File: src/rtl/smbs_pkg.sv
// smbs_pkg: widths, codes and shared types for the shared-medium backoff simulator.
// No dependencies; imported by the interfaces, the wait unit and the top level.
package smbs_pkg;

  localparam int unsigned TickW   = 32;
  localparam int unsigned ByteW   = 8;
  localparam int unsigned LaneN   = 8;
  localparam int unsigned RandW   = ByteW * LaneN;
  localparam int unsigned CountW  = 4;
  localparam int unsigned StaW    = 3;
  localparam int unsigned ExpW    = 4;
  localparam int unsigned RoundSh = 8;

  localparam logic [CountW-1:0] DevCountReset = 4'd8;
  localparam logic [CountW-1:0] DevCountMin   = 4'd1;
  localparam logic [ByteW-1:0]  RoundHalf     = 8'd128;

  localparam logic ActAdvance = 1'b0;
  localparam logic ActRestart = 1'b1;

  typedef struct packed {
    logic [ByteW-1:0] rnd;
    logic [ExpW-1:0]  exp;
  } smbs_wait_req_t;

  typedef struct packed {
    logic [TickW-1:0] due;
    logic [ExpW-1:0]  exp_next;
  } smbs_wait_rsp_t;

endpackage

File: src/rtl/smbs_if.sv
// smbs_if: valid/ready channel interfaces for items and results.
// Depends on smbs_pkg for field widths.
interface smbs_item_if;
  logic                      valid;
  logic                      ready;
  logic                      action;
  logic [smbs_pkg::RandW-1:0] random_bytes;

  modport source (output valid, action, random_bytes, input ready);
  modport sink   (input valid, action, random_bytes, output ready);
endinterface

interface smbs_result_if;
  logic                        valid;
  logic                        ready;
  logic [smbs_pkg::TickW-1:0]  tick_number;
  logic [smbs_pkg::LaneN-1:0]  transmit_mask;
  logic [smbs_pkg::CountW-1:0] transmit_count;
  logic                        success;
  logic [smbs_pkg::StaW-1:0]   success_station;
  logic                        all_done;

  modport source (output valid, tick_number, transmit_mask, transmit_count, success,
                  success_station, all_done, input ready);
  modport sink   (input valid, tick_number, transmit_mask, transmit_count, success,
                  success_station, all_done, output ready);
endinterface

File: src/rtl/smbs_wait_unit.sv
// smbs_wait_unit: shared backoff arithmetic, wait = ((r << k) + 128) >> 8,
// due = tick + 1 + wait, exponent step with saturation. Depends on smbs_pkg.
module smbs_wait_unit #(
  parameter int unsigned MaxExponent = 10
) (
  input  smbs_pkg::smbs_wait_req_t        req_i,
  input  logic [smbs_pkg::TickW-1:0]      tick_i,
  output smbs_pkg::smbs_wait_rsp_t        rsp_o
);
  import smbs_pkg::*;

  localparam int unsigned ShW   = ByteW + MaxExponent;
  localparam int unsigned WaitW = ShW + 1 - RoundSh;

  logic [ShW-1:0]   shifted;
  logic [ShW:0]     rounded;
  logic [WaitW-1:0] wait_cyc;

  always_comb begin
    shifted  = ShW'(req_i.rnd) << req_i.exp;
    rounded  = (ShW+1)'(shifted) + (ShW+1)'(RoundHalf);
    wait_cyc = rounded[ShW:RoundSh];
    rsp_o.due = tick_i + TickW'(wait_cyc) + TickW'(1);
    if (req_i.exp < ExpW'(MaxExponent)) begin
      rsp_o.exp_next = req_i.exp + ExpW'(1);
    end else begin
      rsp_o.exp_next = req_i.exp;
    end
  end

endmodule

File: src/rtl/shared_medium_backoff_sim_unit.sv
// shared_medium_backoff_sim_unit: top level of the backoff simulator.
// Depends on smbs_pkg, smbs_if and smbs_wait_unit.
//
//  channel    dir  handshake          payload
//  items_i    in   valid/ready        action, random_bytes
//  results_o  out  valid/ready        tick_number .. all_done
//  cfg        in   cfg_we_i           cfg_wdata_i (device_count)
//
// An advance runs a scan pass and an update pass over the stations, one station a cycle,
// the update pass going through the shared wait unit; a restart skips both passes.
// Reset clears all station state and sets device_count to 8.
// The result sits in an output register; the next item is taken while it waits.
// If that register is still full at the end of an item, the sequencer holds.
module shared_medium_backoff_sim_unit #(
  parameter int unsigned MaxStations = 8,
  parameter int unsigned MaxExponent = 10
) (
  input  logic                          clk_i,
  input  logic                          rst_ni,
  smbs_item_if.sink                     items_i,
  smbs_result_if.source                 results_o,
  input  logic                          cfg_we_i,
  input  logic [smbs_pkg::CountW-1:0]   cfg_wdata_i
);
  import smbs_pkg::*;

  localparam int unsigned IdxW = $clog2(MaxStations);
  localparam logic [IdxW-1:0] IdxLast = IdxW'(MaxStations - 1);

  localparam logic [1:0] StIdle   = 2'd0;
  localparam logic [1:0] StScan   = 2'd1;
  localparam logic [1:0] StUpdate = 2'd2;
  localparam logic [1:0] StFinish = 2'd3;

  logic [1:0]             state_q, state_d;
  logic [IdxW-1:0]        idx_q, idx_d;
  logic [CountW-1:0]      dev_cnt_q;
  logic [CountW-1:0]      n_q, n_d;
  logic [TickW-1:0]       tick_q, tick_d;
  logic [TickW-1:0]       due_q [MaxStations];
  logic [TickW-1:0]       due_d [MaxStations];
  logic [ExpW-1:0]        exp_q [MaxStations];
  logic [ExpW-1:0]        exp_d [MaxStations];
  logic [MaxStations-1:0] dlv_q, dlv_d;
  logic [MaxStations-1:0] sent_q, sent_d;
  logic [CountW-1:0]      cnt_q, cnt_d;
  logic [IdxW-1:0]        win_q, win_d;
  logic                   restart_q, restart_d;
  logic [ByteW-1:0]       rnd_q [MaxStations];
  logic                   out_valid_q, out_valid_d;
  logic                   out_load;

  logic [TickW-1:0]       res_tick_q;
  logic [LaneN-1:0]       res_mask_q;
  logic [CountW-1:0]      res_cnt_q;
  logic                   res_succ_q;
  logic [StaW-1:0]        res_sta_q;
  logic                   res_done_q;

  logic [CountW-1:0]      n_clamped;
  logic [MaxStations-1:0] active;
  logic [LaneN-1:0]       mask_ext;
  logic                   station_tx;
  logic                   item_xfer;
  smbs_wait_req_t         wreq;
  smbs_wait_rsp_t         wrsp;

  assign item_xfer     = items_i.valid && items_i.ready;
  assign items_i.ready = (state_q == StIdle);

  always_comb begin
    if (dev_cnt_q < DevCountMin) begin
      n_clamped = DevCountMin;
    end else if (dev_cnt_q > CountW'(MaxStations)) begin
      n_clamped = CountW'(MaxStations);
    end else begin
      n_clamped = dev_cnt_q;
    end
  end

  always_comb begin
    for (int i = 0; i < MaxStations; i++) begin
      active[i] = (CountW'(i) < n_q);
    end
    mask_ext = '0;
    mask_ext[MaxStations-1:0] = sent_q;
  end

  assign station_tx = (CountW'(idx_q) < n_q) && !dlv_q[idx_q] && (due_q[idx_q] == tick_q);

  assign wreq.rnd = rnd_q[idx_q];
  assign wreq.exp = exp_q[idx_q];

  smbs_wait_unit #(
    .MaxExponent(MaxExponent)
  ) u_wait (
    .req_i (wreq),
    .tick_i(tick_q),
    .rsp_o (wrsp)
  );

  assign out_load = (state_q == StFinish) && (!out_valid_q || results_o.ready);

  always_comb begin
    state_d     = state_q;
    idx_d       = idx_q;
    n_d         = n_q;
    tick_d      = tick_q;
    due_d       = due_q;
    exp_d       = exp_q;
    dlv_d       = dlv_q;
    sent_d      = sent_q;
    cnt_d       = cnt_q;
    win_d       = win_q;
    restart_d   = restart_q;
    out_valid_d = out_valid_q;
    if (results_o.valid && results_o.ready) begin
      out_valid_d = 1'b0;
    end
    case (state_q)
      StIdle: begin
        if (item_xfer) begin
          idx_d  = '0;
          sent_d = '0;
          cnt_d  = '0;
          win_d  = '0;
          n_d    = n_clamped;
          if (items_i.action == ActRestart) begin
            restart_d = 1'b1;
            tick_d    = '0;
            dlv_d     = '0;
            for (int i = 0; i < MaxStations; i++) begin
              due_d[i] = '0;
              exp_d[i] = '0;
            end
            state_d = StFinish;
          end else begin
            restart_d = 1'b0;
            state_d   = StScan;
          end
        end
      end
      StScan: begin
        if (station_tx) begin
          sent_d[idx_q] = 1'b1;
          cnt_d         = cnt_q + CountW'(1);
          win_d         = idx_q;
        end
        if (idx_q == IdxLast) begin
          idx_d   = '0;
          state_d = StUpdate;
        end else begin
          idx_d = idx_q + IdxW'(1);
        end
      end
      StUpdate: begin
        if (sent_q[idx_q]) begin
          if (cnt_q == CountW'(1)) begin
            dlv_d[idx_q] = 1'b1;
          end else begin
            due_d[idx_q] = wrsp.due;
            exp_d[idx_q] = wrsp.exp_next;
          end
        end
        if (idx_q == IdxLast) begin
          state_d = StFinish;
        end else begin
          idx_d = idx_q + IdxW'(1);
        end
      end
      StFinish: begin
        if (out_load) begin
          out_valid_d = 1'b1;
          if (!restart_q) begin
            tick_d = tick_q + TickW'(1);
          end
          state_d = StIdle;
        end
      end
      default: begin
        state_d = StIdle;
      end
    endcase
  end

  always_ff @(posedge clk_i or negedge rst_ni) begin
    if (!rst_ni) begin
      state_q     <= StIdle;
      idx_q       <= '0;
      n_q         <= DevCountReset;
      tick_q      <= '0;
      dlv_q       <= '0;
      sent_q      <= '0;
      cnt_q       <= '0;
      win_q       <= '0;
      restart_q   <= 1'b0;
      out_valid_q <= 1'b0;
      dev_cnt_q   <= DevCountReset;
      for (int i = 0; i < MaxStations; i++) begin
        due_q[i] <= '0;
        exp_q[i] <= '0;
      end
    end else begin
      state_q     <= state_d;
      idx_q       <= idx_d;
      n_q         <= n_d;
      tick_q      <= tick_d;
      due_q       <= due_d;
      exp_q       <= exp_d;
      dlv_q       <= dlv_d;
      sent_q      <= sent_d;
      cnt_q       <= cnt_d;
      win_q       <= win_d;
      restart_q   <= restart_d;
      out_valid_q <= out_valid_d;
      if (cfg_we_i) begin
        dev_cnt_q <= cfg_wdata_i;
      end
    end
  end

  // random bytes and result fields: payload only
  always_ff @(posedge clk_i) begin
    if (item_xfer) begin
      for (int i = 0; i < MaxStations; i++) begin
        rnd_q[i] <= items_i.random_bytes[i*ByteW +: ByteW];
      end
    end
    if (out_load) begin
      if (restart_q) begin
        res_tick_q <= '0;
        res_mask_q <= '0;
        res_cnt_q  <= '0;
        res_succ_q <= 1'b0;
        res_sta_q  <= '0;
        res_done_q <= 1'b0;
      end else begin
        res_tick_q <= tick_q;
        res_mask_q <= mask_ext;
        res_cnt_q  <= cnt_q;
        res_succ_q <= (cnt_q == CountW'(1));
        res_sta_q  <= (cnt_q == CountW'(1)) ? StaW'(win_q) : '0;
        res_done_q <= &(dlv_q | ~active);
      end
    end
  end

  assign results_o.valid           = out_valid_q;
  assign results_o.tick_number     = res_tick_q;
  assign results_o.transmit_mask   = res_mask_q;
  assign results_o.transmit_count  = res_cnt_q;
  assign results_o.success         = res_succ_q;
  assign results_o.success_station = res_sta_q;
  assign results_o.all_done        = res_done_q;

endmodule

File: src/flat_wrapper.sv
// flat-port wrapper written by rule: the top's interface ports become plain ports
module shared_medium_backoff_sim_unit_flat import smbs_pkg::*;
#(
  parameter int unsigned MaxStations = 8,
  parameter int unsigned MaxExponent = 10
)
  (clk_i, rst_ni, cfg_we_i, cfg_wdata_i, items_i_valid, items_i_action, items_i_random_bytes, items_i_ready, results_o_valid, results_o_tick_number, results_o_transmit_mask, results_o_transmit_count, results_o_success, results_o_success_station, results_o_all_done, results_o_ready);
  smbs_item_if items_i_i ();
  smbs_result_if results_o_i ();
  input  logic clk_i;
  input  logic rst_ni;
  input  logic cfg_we_i;
  input  logic [smbs_pkg::CountW-1:0] cfg_wdata_i;
  input wire logic [$bits(items_i_i.valid)-1:0] items_i_valid;
  input wire logic [$bits(items_i_i.action)-1:0] items_i_action;
  input wire logic [$bits(items_i_i.random_bytes)-1:0] items_i_random_bytes;
  output wire logic [$bits(items_i_i.ready)-1:0] items_i_ready;
  output wire logic [$bits(results_o_i.valid)-1:0] results_o_valid;
  output wire logic [$bits(results_o_i.tick_number)-1:0] results_o_tick_number;
  output wire logic [$bits(results_o_i.transmit_mask)-1:0] results_o_transmit_mask;
  output wire logic [$bits(results_o_i.transmit_count)-1:0] results_o_transmit_count;
  output wire logic [$bits(results_o_i.success)-1:0] results_o_success;
  output wire logic [$bits(results_o_i.success_station)-1:0] results_o_success_station;
  output wire logic [$bits(results_o_i.all_done)-1:0] results_o_all_done;
  input wire logic [$bits(results_o_i.ready)-1:0] results_o_ready;
  assign items_i_i.valid = items_i_valid;
  assign items_i_i.action = items_i_action;
  assign items_i_i.random_bytes = items_i_random_bytes;
  assign items_i_ready = items_i_i.ready;
  assign results_o_valid = results_o_i.valid;
  assign results_o_tick_number = results_o_i.tick_number;
  assign results_o_transmit_mask = results_o_i.transmit_mask;
  assign results_o_transmit_count = results_o_i.transmit_count;
  assign results_o_success = results_o_i.success;
  assign results_o_success_station = results_o_i.success_station;
  assign results_o_all_done = results_o_i.all_done;
  assign results_o_i.ready = results_o_ready;
  shared_medium_backoff_sim_unit #(.MaxStations(MaxStations), .MaxExponent(MaxExponent)) u_core (.clk_i(clk_i), .rst_ni(rst_ni), .items_i(items_i_i), .results_o(results_o_i), .cfg_we_i(cfg_we_i), .cfg_wdata_i(cfg_wdata_i));
endmodule
File: config.mk
export PLATFORM = sky130hd
export DESIGN_NAME = shared_medium_backoff_sim_unit_flat
export DESIGN_NICKNAME = d
export VERILOG_FILES = /design/src/rtl/smbs_pkg.sv /design/src/rtl/smbs_if.sv /design/src/rtl/smbs_wait_unit.sv /design/src/rtl/shared_medium_backoff_sim_unit.sv /design/src/flat_wrapper.sv
export SDC_FILE = /design/constraint.sdc
export NUM_CORES = 1
export LEC_CHECK = 0
export ABC_AREA = 1
export BUFFER_PORTS_ARGS = -buffer_cell sky130_fd_sc_hd__buf_4
export CAP_MARGIN = 10
export CORE_MARGIN = 8
export CORE_UTILIZATION = 25
export DETAILED_ROUTE_END_ITERATION = 10
export HOLD_SLACK_MARGIN = 0.1
export MAX_ROUTING_LAYER = met4
export PLACE_DENSITY_LB_ADDON = 0.1
export SLEW_MARGIN = 20
export SYNTH_ARGS = -nofsm -noshare
export SYNTH_HDL_FRONTEND = slang
export SYNTH_SLANG_ARGS = --single-unit
File: constraint.sdc
create_clock -name clk_i -period 5.7 [get_ports clk_i]
set_input_delay 0.57 -clock clk_i [delete_from_list [all_inputs] [get_ports clk_i]]
set_output_delay 0.57 -clock clk_i [all_outputs]
set_load 0.02 [all_outputs]
# Yosys cells after proc, flatten, opt, wreduce, memory -nomap -nowiden
# Memories as Yosys holds them, arrays and structs flattened.
# Cells that the tools add are included.
# op_classes
n_addsub,7
order_cmp,16
n_eq_ne,17
n_shift,1
n_mux,63
n_bitwise,6
n_reduce_logical,24
# op_table
operator,n
256-bit two-way mux,4
256-bit one-hot mux with 2 select lines,1
32-bit two-way mux,9
256-bit bitwise mux,1
32-bit one-hot mux with 2 select lines,2
32-bit binary-select mux with 3-bit select,1
32-bit demux with 3-bit select,1
"32-bit by 1-bit adder with 32-bit output, second input constant",2
8-bit two-way mux,6
32-bit by 11-bit adder with 32-bit output,1
32-bit bitwise mux,1
32-bit equality test,1
4-bit two-way mux,8
8-bit one-hot mux with 2 select lines,2
8-bit OR,3
"18-bit by 8-bit adder with 19-bit output, second input constant",1
8-bit by 4-bit left shift with 18-bit output,1
"3-bit by 4-bit < comparator with 1-bit output, first input constant",4
5-bit AND reduction,3
4-bit binary-select mux with 3-bit select,1
4-bit demux with 3-bit select,1
3-bit two-way mux,4
"2-bit by 1-bit inequality test with 1-bit output, second input constant",6
2-bit two-way mux,5
other kinds (37),65
# totals
ff_bits,407
ramBits,64
in_bits,74
elab_cells,168
n_memories,1
# mem_list
name,depth,word_bits,rd,rd_clocked_by_memory_dff,write_ports,line_no,text
u_core.rnd_q,8,8,1,0,8,shared_medium_backoff_sim_unit.sv:49,logic [ByteW-1:0] rnd_q [MaxStations];

# Longest topological paths before layout
# Gate-level depths: netlist of the first run.
# depth
depth_word,12
depth_mapped,36
mapped_depth_nobuf,32

# Cells and area by module
# From an unflattened synthesis of the first run, not the netlist that was laid out.
# unflattened
hier_cells,2967
hier_area_um2,23904.2
# by_module_without_submodules
mod,n_inst,cells_per_inst,area_per_inst_um2,seq_area_each_um2
shared_medium_backoff_sim_unit,1,2632,22105.0,12354.3
smbs_wait_unit,1,335,1799.2,0.0

# Worst setup path before layout of the first run
# OpenSTA, ideal clock, no wires.
# synth_timing
kind,register to register
from,register u_core.idx_q[0]
to,register u_core.due_q[120] (netlist bit)
setup_time_ps,137
arrival_ps,4272
required_time_ps,5563
path_slack_ps,1292
path_stages_with_launch,31
n_path_buf,4
period_less_slack_ps,4408
cell_sequence,dfrtp_1 -> buf_6 -> inv_6 -> buf_8 -> buf_12 -> buf_8 -> nand2_1 -> nand3_1 -> nand2_2 -> nor2_4 -> nand3_1 -> nand2_1 -> nand2_1 -> nand2_1 -> nand2_1 -> nand2_1 -> nor2_2 -> ha_1 -> inv_1 -> ha_1 -> fa_1 -> nand3b_1 -> nand2_1 -> a21oi_1 -> nor2_1 -> a21oi_1 -> o21ai_1 -> nand2_1 -> nor2_1 -> xor2_1 -> o21ai_1
# synth_between
elab_chain_len,12
elab_cells_between_ends,22
classes_between,3 x add/sub; 2 x order compare; 1 x eq/ne; 1 x shift; 11 x mux; 1 x bitwise; 2 x reduce/logical; 1 x memory
# synth_lines
element,line_no,text
"start, declared",shared_medium_backoff_sim_unit.sv:36,"logic [IdxW-1:0] idx_q, idx_d;"
"start signal, assigned",shared_medium_backoff_sim_unit.sv:205,idx_q <= idx_d;
3-bit NOT with 4-bit output (implied by the code),"shared_medium_backoff_sim_unit.sv:92, shared_medium_backoff_sim_unit.sv:161",
4-bit binary-select mux with 3-bit select,shared_medium_backoff_sim_unit.sv:92,assign wreq.exp = exp_q[idx_q];
4-bit two-way mux (implied by the code) (2 in series),shared_medium_backoff_sim_unit.sv:92,
8-bit by 4-bit left shift with 18-bit output,smbs_wait_unit.sv:20,shifted = ShW'(req_i.rnd) << req_i.exp;
18-bit by 8-bit adder with 19-bit output,smbs_wait_unit.sv:21,rounded = (ShW+1)'(shifted) + (ShW+1)'(RoundHalf);
32-bit by 11-bit adder with 32-bit output,smbs_wait_unit.sv:23,rsp_o.due = tick_i + TickW'(wait_cyc) + TickW'(1);
32-bit by 1-bit adder with 32-bit output,smbs_wait_unit.sv:23,
256-bit bitwise mux,shared_medium_backoff_sim_unit.sv:161,due_d[idx_q] = wrsp.due;
256-bit two-way mux,shared_medium_backoff_sim_unit.sv:158,if (cnt_q == CountW'(1)) begin
256-bit two-way mux,shared_medium_backoff_sim_unit.sv:157,if (sent_q[idx_q]) begin
256-bit one-hot mux with 2 select lines,shared_medium_backoff_sim_unit.sv:120,case (state_q)
"end signal, assigned",shared_medium_backoff_sim_unit.sv:208,due_q <= due_d;
"end, declared",shared_medium_backoff_sim_unit.sv:40,logic [TickW-1:0] due_q [MaxStations];
# Several ways; a longest one is shown, not always the timed one. The select of a mux whose other input is x is not followed.
# A chain may end at the register's enable or synchronous reset.

# Worst setup path in the final report of the first run
# layout_timing
from,register u_core.idx_q[0]
to,register u_core.due_q[251] (netlist bit)
# Same word-level chain as after synthesis.

==> impl_summary.txt, run 1 <==
----------------------------------------------------
[Floorplanning]
  Horizontal die dimension ... 324 um
  Boundary pin count ... 125
  Placeable core region ... 0.0943 sq mm
  Std-Cell Rows ... about 110
  Effective utilization at floorplan ... roughly 25%
  Die outline height ... roughly 320 um
  Area enclosed by the die boundary ... between 0.1 and 0.15 sq mm

[Clock tree]
  CTS tree ... yes
  Buffer type at the clock tree root ... sky130_fd_sc_hd__clkbuf_16
  CTS Buf Count ... 57
  Sinks on the clock net ... 471
  Clock slew at reported path FFs ... about 0.06 ns
  Buffer levels on the longest clock path ... 3
  Worst skew pair latency ... roughly 0.65 ns
  Htree depth ... 2

[Synthesis]
  Leading post-synthesis cells by instance count ... 1153 x sky130_fd_sc_hd__nand2_1, 356 x sky130_fd_sc_hd__dfrtp_1, 198 x sky130_fd_sc_hd__inv_1, 172 x sky130_fd_sc_hd__o21ai_0, 169 x sky130_fd_sc_hd__nor2_1
  Post-Syn Area ... approximately 0.024 sq mm
  Largest area contributor in the netlist ... sky130_fd_sc_hd__dfrtp_1
  Flip-flop and latch count after synthesis ... 471
  Average instance area after synthesis ... 8.05 sq um
  Netlist cell types ... between 50 and 60
  Leading cell types by total area after synthesis ... sky130_fd_sc_hd__dfrtp_1 38%, sky130_fd_sc_hd__nand2_1 18%, sky130_fd_sc_hd__edfxtp_1 14%
  Proportion of netlist area held by the largest area contributor ... between 30% and 40%
  Part of the Yosys area used for sequential elements ... 52.3%
  Syn Nets ... 3039
  Post-synthesis instance total ... 2936
  Warning count from the yosys run ... 0
  Synth Flop Type ... sky130_fd_sc_hd__dfrtp_1
  Top-count cell post-synth ... sky130_fd_sc_hd__nand2_1
  Post-synth EDFFs ... around 110
  Async SR Flop Fraction ... between 70% and 80%

[Final layout]
  Layout overhead on the synthesized area ... 20.5%
  Core Util, Final ... slightly above 30%
  Share of cells above drive strength 1 ... between 10% and 20%
  Post-layout net count ... roughly 3200

[Flow run]
  Number of violations of the max-capacitance limit ... 0

[Routing]
  Post-detailed-route DRC marker count ... 0
  Vias ... about 21000
  Routed Wire Length ... 96.1 mm
  Wire length per cell after detailed routing ... 21.7 um
  Number of design-rule violations left by the first detailed-router iteration ... 1734
  Post-DRT Antenna Nets ... 0
  Vias per std cell ... between 4 and 5
  Number of detailed-routing iterations run before antenna repair ... 6

[Global route]
  Global-route wire length before repair ... approximately 140 mm
  Vias in the first global route ... between 20000 and 25000
  Total global routing overflow ... 0
  Number of antenna violations at the first check in global routing ... 4
  Global router's overall resource usage ... between 10% and 20%
  Pin count of the biggest net entering global routing ... 118

[STA]
  Unrepaired setup endpoints after global routing ... false
  Rel. slew slack ... 23.3%
  Final-report hold violation count ... 0
  Total setup violations reported at the end of the flow ... 0
  Clock skew after layout ... roughly 0.028 ns
  FMAX ... around 200 MHz
  Number of pins exceeding their max-slew limit in the final report ... 0
  Final period utilization ... between 80% and 90%
  Setup Total Neg Slack ... 0 ns
  Final critical delay including setup and external delays ... about 5.1 ns
  Slew at the pin closest to its max-slew limit ... 1.15 ns
  WHS ... about 0.16 ns

[Power and ir drop]
  Leakage component of the power ... roughly 0.013 uW
  Post-layout power ... about 14000 uW
  Pwr/cell area ... 491 mW/mm^2
  Max IR drop VDD ... ~0.67 mV

[Worst setup path]
  Worst setup path category ... reg2reg
  Startpoint kind of the worst setup timing path ... register
  Type of element capturing the critical path ... register
  Required time of the critical path ... approximately 6 ns
  Biggest fanout along the worst timing path ... 63
  WP data arrival ... roughly 5.6 ns

[Placed design]
  HPWL after DPL ... roughly 64 mm
  IO buf count ... 124
  Final Wtd Congestion ... 0.885

[Outcome]
  Status ... finished, final reports clean

[Hold path]
  Path class of the lowest-slack min-delay path ... in2reg

----------------------------------------------------
## layer usage
metal	global-route usage (%)	share of wire [%]	up-vias
li1	-	-	9890
met1	24.1	45	10300
met2	31.2	48	569
met3	1.91	4.0	155
met4	5.53	2.9	0
met5	-	0	-
## worst paths after layout
path                                          from                  end  slack [ns]  cells past startpoint
worst max-delay path               u_core.idx_q[0]    u_core.due_q[251]        0.57                     25
worst min-delay path                cfg_wdata_i[2]  u_core.dev_cnt_q[2]        0.16                      3
worst max register to register     u_core.idx_q[0]    u_core.due_q[251]        0.57                     25
worst min register to register  u_core.mask_ext[3]   u_core.mask_ext[3]        0.47                      2
max in group asynchronous                   rst_ni    u_core.due_q[182]        3.77                      3
min in group asynchronous                   rst_ni    u_core.due_q[224]        0.48                      2
## critical path: stages, from the launching register on
cell                       delay [ns]
sky130_fd_sc_hd__dfrtp_4         0.56
sky130_fd_sc_hd__buf_12          0.23
sky130_fd_sc_hd__o21ai_0         0.25
sky130_fd_sc_hd__nand2_1         0.08
sky130_fd_sc_hd__nand2_1         0.11
sky130_fd_sc_hd__nand2_1         0.07
sky130_fd_sc_hd__nand2_2         0.19
sky130_fd_sc_hd__inv_1           0.15
sky130_fd_sc_hd__nor2_2          0.27
sky130_fd_sc_hd__nand3_1         0.11
sky130_fd_sc_hd__nand2_1         0.17
sky130_fd_sc_hd__nand2_2         0.13
sky130_fd_sc_hd__o21ai_1         0.14
sky130_fd_sc_hd__nand2_1         0.09
sky130_fd_sc_hd__ha_1            0.35
sky130_fd_sc_hd__nand2_1         0.08
sky130_fd_sc_hd__or2_2           0.29
sky130_fd_sc_hd__o211ai_1        0.17
sky130_fd_sc_hd__nand2_1         0.12
sky130_fd_sc_hd__nand2_1         0.13
sky130_fd_sc_hd__nand3_1         0.09
sky130_fd_sc_hd__nand2_1         0.17
sky130_fd_sc_hd__nand2_1         0.14
sky130_fd_sc_hd__nor2_1          0.18
sky130_fd_sc_hd__xor2_1          0.54
sky130_fd_sc_hd__o21ai_1         0.12
## registers in the layout, summed over array words and instances (netlist names)
name                              cells
u_core.results_o.tick_number         32
u_core.dlv_q                          8
u_core.state_q                        2
u_core.results_o.success              1
u_core.restart_q                      1
u_core.due_q                        256
u_core.cnt_q                          4
u_core.results_o.transmit_count       4
u_core.tick_q                        32
u_core.dev_cnt_q                      4
u_core.win_q                          3
u_core.results_o.success_station      3
u_core.n_q                            4
u_core.mask_ext                       8
u_core.results_o.valid                1
u_core.results_o.all_done             1
u_core.rnd_q                         64
u_core.results_o.transmit_mask        8
u_core.idx_q                          3
u_core.exp_q                         32
## power breakdown
part / total [uW] / switching (uW) / internal, uW
sequential: 4160 / 249 / 3910
clock: 3680 / 1540 / 2140
combinational: 6150 / 4770 / 1380
total: 14000 / 6560 / 7440
## per-stage QoR
stage	worst slack, ns	std cells	area, sq um
floorplan	1.29	2936	23600
global placement	0.470	4251	26000
detailed placement	0.497	4251	26000
CTS	0.458	4423	28500
global route	0.0467	4423	28500
finish	0.572	4424	28500
## cell families after synthesis
logic type      share of synthesized area (%)
buf+inv                                  6.48
mux                                    0.0952
compound gates                           11.3
other cells                            0.0159
xor+xnor                                 1.67
flops                                    52.3
fa+ha+maj                                1.57
simple gates                             26.6
## final cells by class
cell class              count  area [sq um]
clock inverters            31           317
flip-flops and latches    471         12400
multi-input cells        2112          9780
fillers                 10100         65800
repair buffers            245          2050
inverters                 223           842
diodes                      1          2.50
clock buffers              76          1550
well taps                1265          1580
## layout by cell type (no fill, tap or decap), drive strengths merged
| cell | n |
|---|---|
| bufinv | 5 |
| nor4 | 7 |
| clkbuf | 76 |
| o22ai | 50 |
| mux2 | 2 |
| inv | 225 |
| nand2 | 1165 |
| a21boi | 1 |
| xor2 | 42 |
| a22oi | 2 |
| o2111ai | 1 |
| clkinv | 22 |
| a41oi | 1 |
| nor2 | 184 |
| fa | 1 |
| o211ai | 6 |
| o21ai | 306 |
| o21bai | 2 |
| edfxtp | 113 |
| a21oi | 53 |
| nand3b | 3 |
| xnor2 | 3 |
| or2 | 6 |
| o31ai | 11 |
| dfstp | 2 |
| nor3 | 28 |
| a211oi | 1 |
| a21o | 1 |
| ha | 28 |
| nand3 | 140 |
| conb | 1 |
| clkinvlp | 2 |
| diode | 1 |
| buf | 180 |
| dlygate4sd3 | 65 |
| dfrtp | 356 |
| nand4 | 26 |
| a22o | 41 |
## timing repair
action,CTS,global route
endpoints found under the setup margin,0,12
resized for setup,0,1
endpoints found under the hold margin,119,0
buffers inserted,0,0
hold buffers,65,0
Power figures use the tool's default switching activity.
==> run 2: changes to the inputs <==
CELL_PAD_IN_SITES_DETAIL_PLACEMENT = 1   (was default)
CELL_PAD_IN_SITES_GLOBAL_PLACEMENT = 1   (was default)
clock period = 6.11 ns   (was 5.7 ns; I/O delays follow)
==> run 2 against run 1 <==
Effect of this change:
- clock-buffer cell count grew 4
- register-to-register slack improved by 0.06 ns
- global-route usage rose by 1.2 points
- setup slack better by 0.063 ns
- clock power shrank 2%
- design area down 1.8%
- largest cell class unchanged
- highest routed layer unchanged
==> impl_summary.txt, run 2 (synthesized netlist as in run 1, its figures left out) <==
----------------------------------------------------
[Outcome]
  Status ... finished, final reports clean

[Clock tree]
  Buffer levels on the longest clock path ... 3
  Buffer type at the clock tree root ... sky130_fd_sc_hd__clkbuf_16
  CTS Hold Bufs ... 1
  CTS Buf Count ... 57
  Htree depth ... 2
  Clock slew at reported path FFs ... approximately 0.070 ns
  Postcts setup bufs ... 0
  CTS tree ... yes
  Worst skew pair latency ... approximately 0.63 ns
  Sinks on the clock net ... between 400 and 500
  Number of resized instances in the post-cts repair step ... 0

[Power and ir drop]
  Max IR drop VDD ... roughly 0.45 mV
  Pwr/cell area ... between 400 and 500 mW/mm^2
  Leakage component of the power ... about 0.013 uW
  Post-layout power ... ~13000 uW

[STA]
  Final period utilization ... between 80% and 90%
  Rel. slew slack ... a little over a fifth
  Total setup violations reported at the end of the flow ... 0
  Unrepaired setup endpoints after global routing ... false
  Setup Total Neg Slack ... 0 ns
  FMAX ... 183 MHz
  Slack of the critical path ... ~0.64 ns
  Final critical delay including setup and external delays ... ~5.5 ns
  Number of pins exceeding their max-slew limit in the final report ... 0
  WHS ... ~0.16 ns
  Clock skew after layout ... approximately 0.021 ns
  Final-report hold violation count ... 0
  Slew at the pin closest to its max-slew limit ... 1.18 ns

[Floorplanning]
  Die outline height ... roughly 320 um
  Boundary pin count ... about 130
  Placeable core region ... around 0.094 sq mm
  Effective utilization at floorplan ... between 20 and 30%
  Horizontal die dimension ... approximately 320 um
  Area enclosed by the die boundary ... roughly 0.10 sq mm
  Std-Cell Rows ... roughly 110

[Worst setup path]
  WP data arrival ... around 5.9 ns
  Biggest fanout along the worst timing path ... 20
  Type of element capturing the critical path ... register
  Startpoint kind of the worst setup timing path ... register
  Register-to-Register Setup Slack ... ~0.64 ns
  Most common cell on crit path ... sky130_fd_sc_hd__nand2_1
  Worst Reg2Reg Path Length in Cells ... 28
  Required time of the critical path ... 6.56 ns
  Worst-path cell with the longest stage delay ... sky130_fd_sc_hd__dfrtp_2
  Delay contributed by the slowest stage of the critical path ... 0.72 ns
  Worst setup path category ... reg2reg

[Global route]
  Pin count of the biggest net entering global routing ... 144
  Global-route wire length before repair ... ~150 mm
  Vias in the first global route ... between 20000 and 25000
  Global router's overall resource usage ... ~20%
  Number of antenna violations at the first check in global routing ... 1
  Total global routing overflow ... 0

[Placed design]
  Dpl cell area ... around 0.026 sq mm
  Final Wtd Congestion ... just under 0.9
  Setup WS pre-CTS ... approximately 0.66 ns
  IO buf count ... 124
  HPWL after DPL ... 69.4 mm

[Final layout]
  Final Instance Area ... ~0.028 sq mm
  Share of cells above drive strength 1 ... between 10 and 15%
  Biggest regs ... u_core.due_q: 256 flops, u_core.rnd_q: 64 flops
  Register with the highest flop count ... u_core.due_q
  Post-layout net count ... approximately 3200
  Layout overhead on the synthesized area ... 18.3%
  Number of flip-flops in the largest register ... about 260
  Most frequent standard cell in the layout excluding fill and tap cells ... sky130_fd_sc_hd__nand2_1
  Most used cells in the layout excluding fill and tap cells ... 1153 x sky130_fd_sc_hd__nand2_1, 353 x sky130_fd_sc_hd__dfrtp_1, 197 x sky130_fd_sc_hd__inv_1

[Routing]
  Post-DRT Antenna Nets ... 0
  Wire length per cell after detailed routing ... around 23 um
  Routed Wire Length ... slightly above 100 mm
  Post-detailed-route DRC marker count ... 0
  Number of detailed-routing iterations run before antenna repair ... 5
  Vias ... roughly 21000
  Vias per std cell ... around 4.8
  Number of design-rule violations left by the first detailed-router iteration ... 1500

[Flow run]
  Number of violations of the max-capacitance limit ... 0

[Hold path]
  Path class of the lowest-slack min-delay path ... in2reg
  Worst hold stages ... 1

----------------------------------------------------
## run 2: cell types whose count changed in the layout (fill, tap and decap cells not counted), moves of 2 or more
| cell | before | now |
|---|---|---|
| sky130_fd_sc_hd__bufinv_16 | 5 | 7 |
| sky130_fd_sc_hd__clkinv_1 | 11 | 6 |
| sky130_fd_sc_hd__dlygate4sd3_1 | 65 | 1 |
| sky130_fd_sc_hd__clkinv_4 | 3 | 1 |
| sky130_fd_sc_hd__clkinvlp_4 | 2 | 6 |
| sky130_fd_sc_hd__inv_6 | 5 | 3 |
| sky130_fd_sc_hd__buf_4 | 175 | 178 |
| sky130_fd_sc_hd__clkbuf_1 | 14 | 10 |
| sky130_fd_sc_hd__clkbuf_16 | 57 | 59 |
| sky130_fd_sc_hd__clkbuf_8 | 5 | 11 |
## run 2: power by group
group	switching (uW)	total [uW]	internal [uW]	leakage, uW
logic	4520	5780	1270	0.00579
clock network	1430	3620	2190	0.000963
registers	233	3890	3650	0.00601
## run 2: metal layers
layer	vias to the layer above	GRT usage, %	part of all wire (%)
met5	-	-	0
met4	0	6.13	3.2
met3	149	2.17	2.8
met2	369	33.2	48
met1	10600	25.5	46
li1	9754	-	-
## run 2: per-stage QoR
step | cells | util [%]
after floorplan | 2936 | -
after global placement | 4252 | 27.5
after detailed placement | 4252 | 27.5
after CTS | 4359 | 29.6
after global routing | 4359 | 29.6
final | 4360 | 29.6
## run 2: worst max-delay path: cells and delay by family (launching register included)
kind,cells,cell delay [ns]
AOI/OAI and AO/OA,2,0.29
xor gates and xnor gates,1,0.56
adders and majority gates,2,0.52
buffers and inverters,4,0.64
DFF,1,0.72
and+or+nand+nor,19,2.51
## run 2: final cells by class
class | count | area, sq um
clock buffer | 80 | 1670
antenna | 1 | 2.50
tap | 1265 | 1580
inverter | 223 | 843
timing repair buffer | 182 | 1400
clock inverter | 26 | 328
sequential | 471 | 12400
multi-input combinational | 2112 | 9780
fill | 11300 | 66300
## run 2: path summary, 6_finish.rpt
check | end | from
min | u_core.rnd_q[4][3] | items_i_random_bytes[35]
max | u_core.due_q[187] | u_core.idx_q[1]
min in group asynchronous | u_core.due_q[62] | rst_ni
min reg2reg | u_core.mask_ext[2] | u_core.mask_ext[2]
max reg2reg | u_core.due_q[187] | u_core.idx_q[1]
max in group asynchronous | u_core.state_q[0] | rst_ni
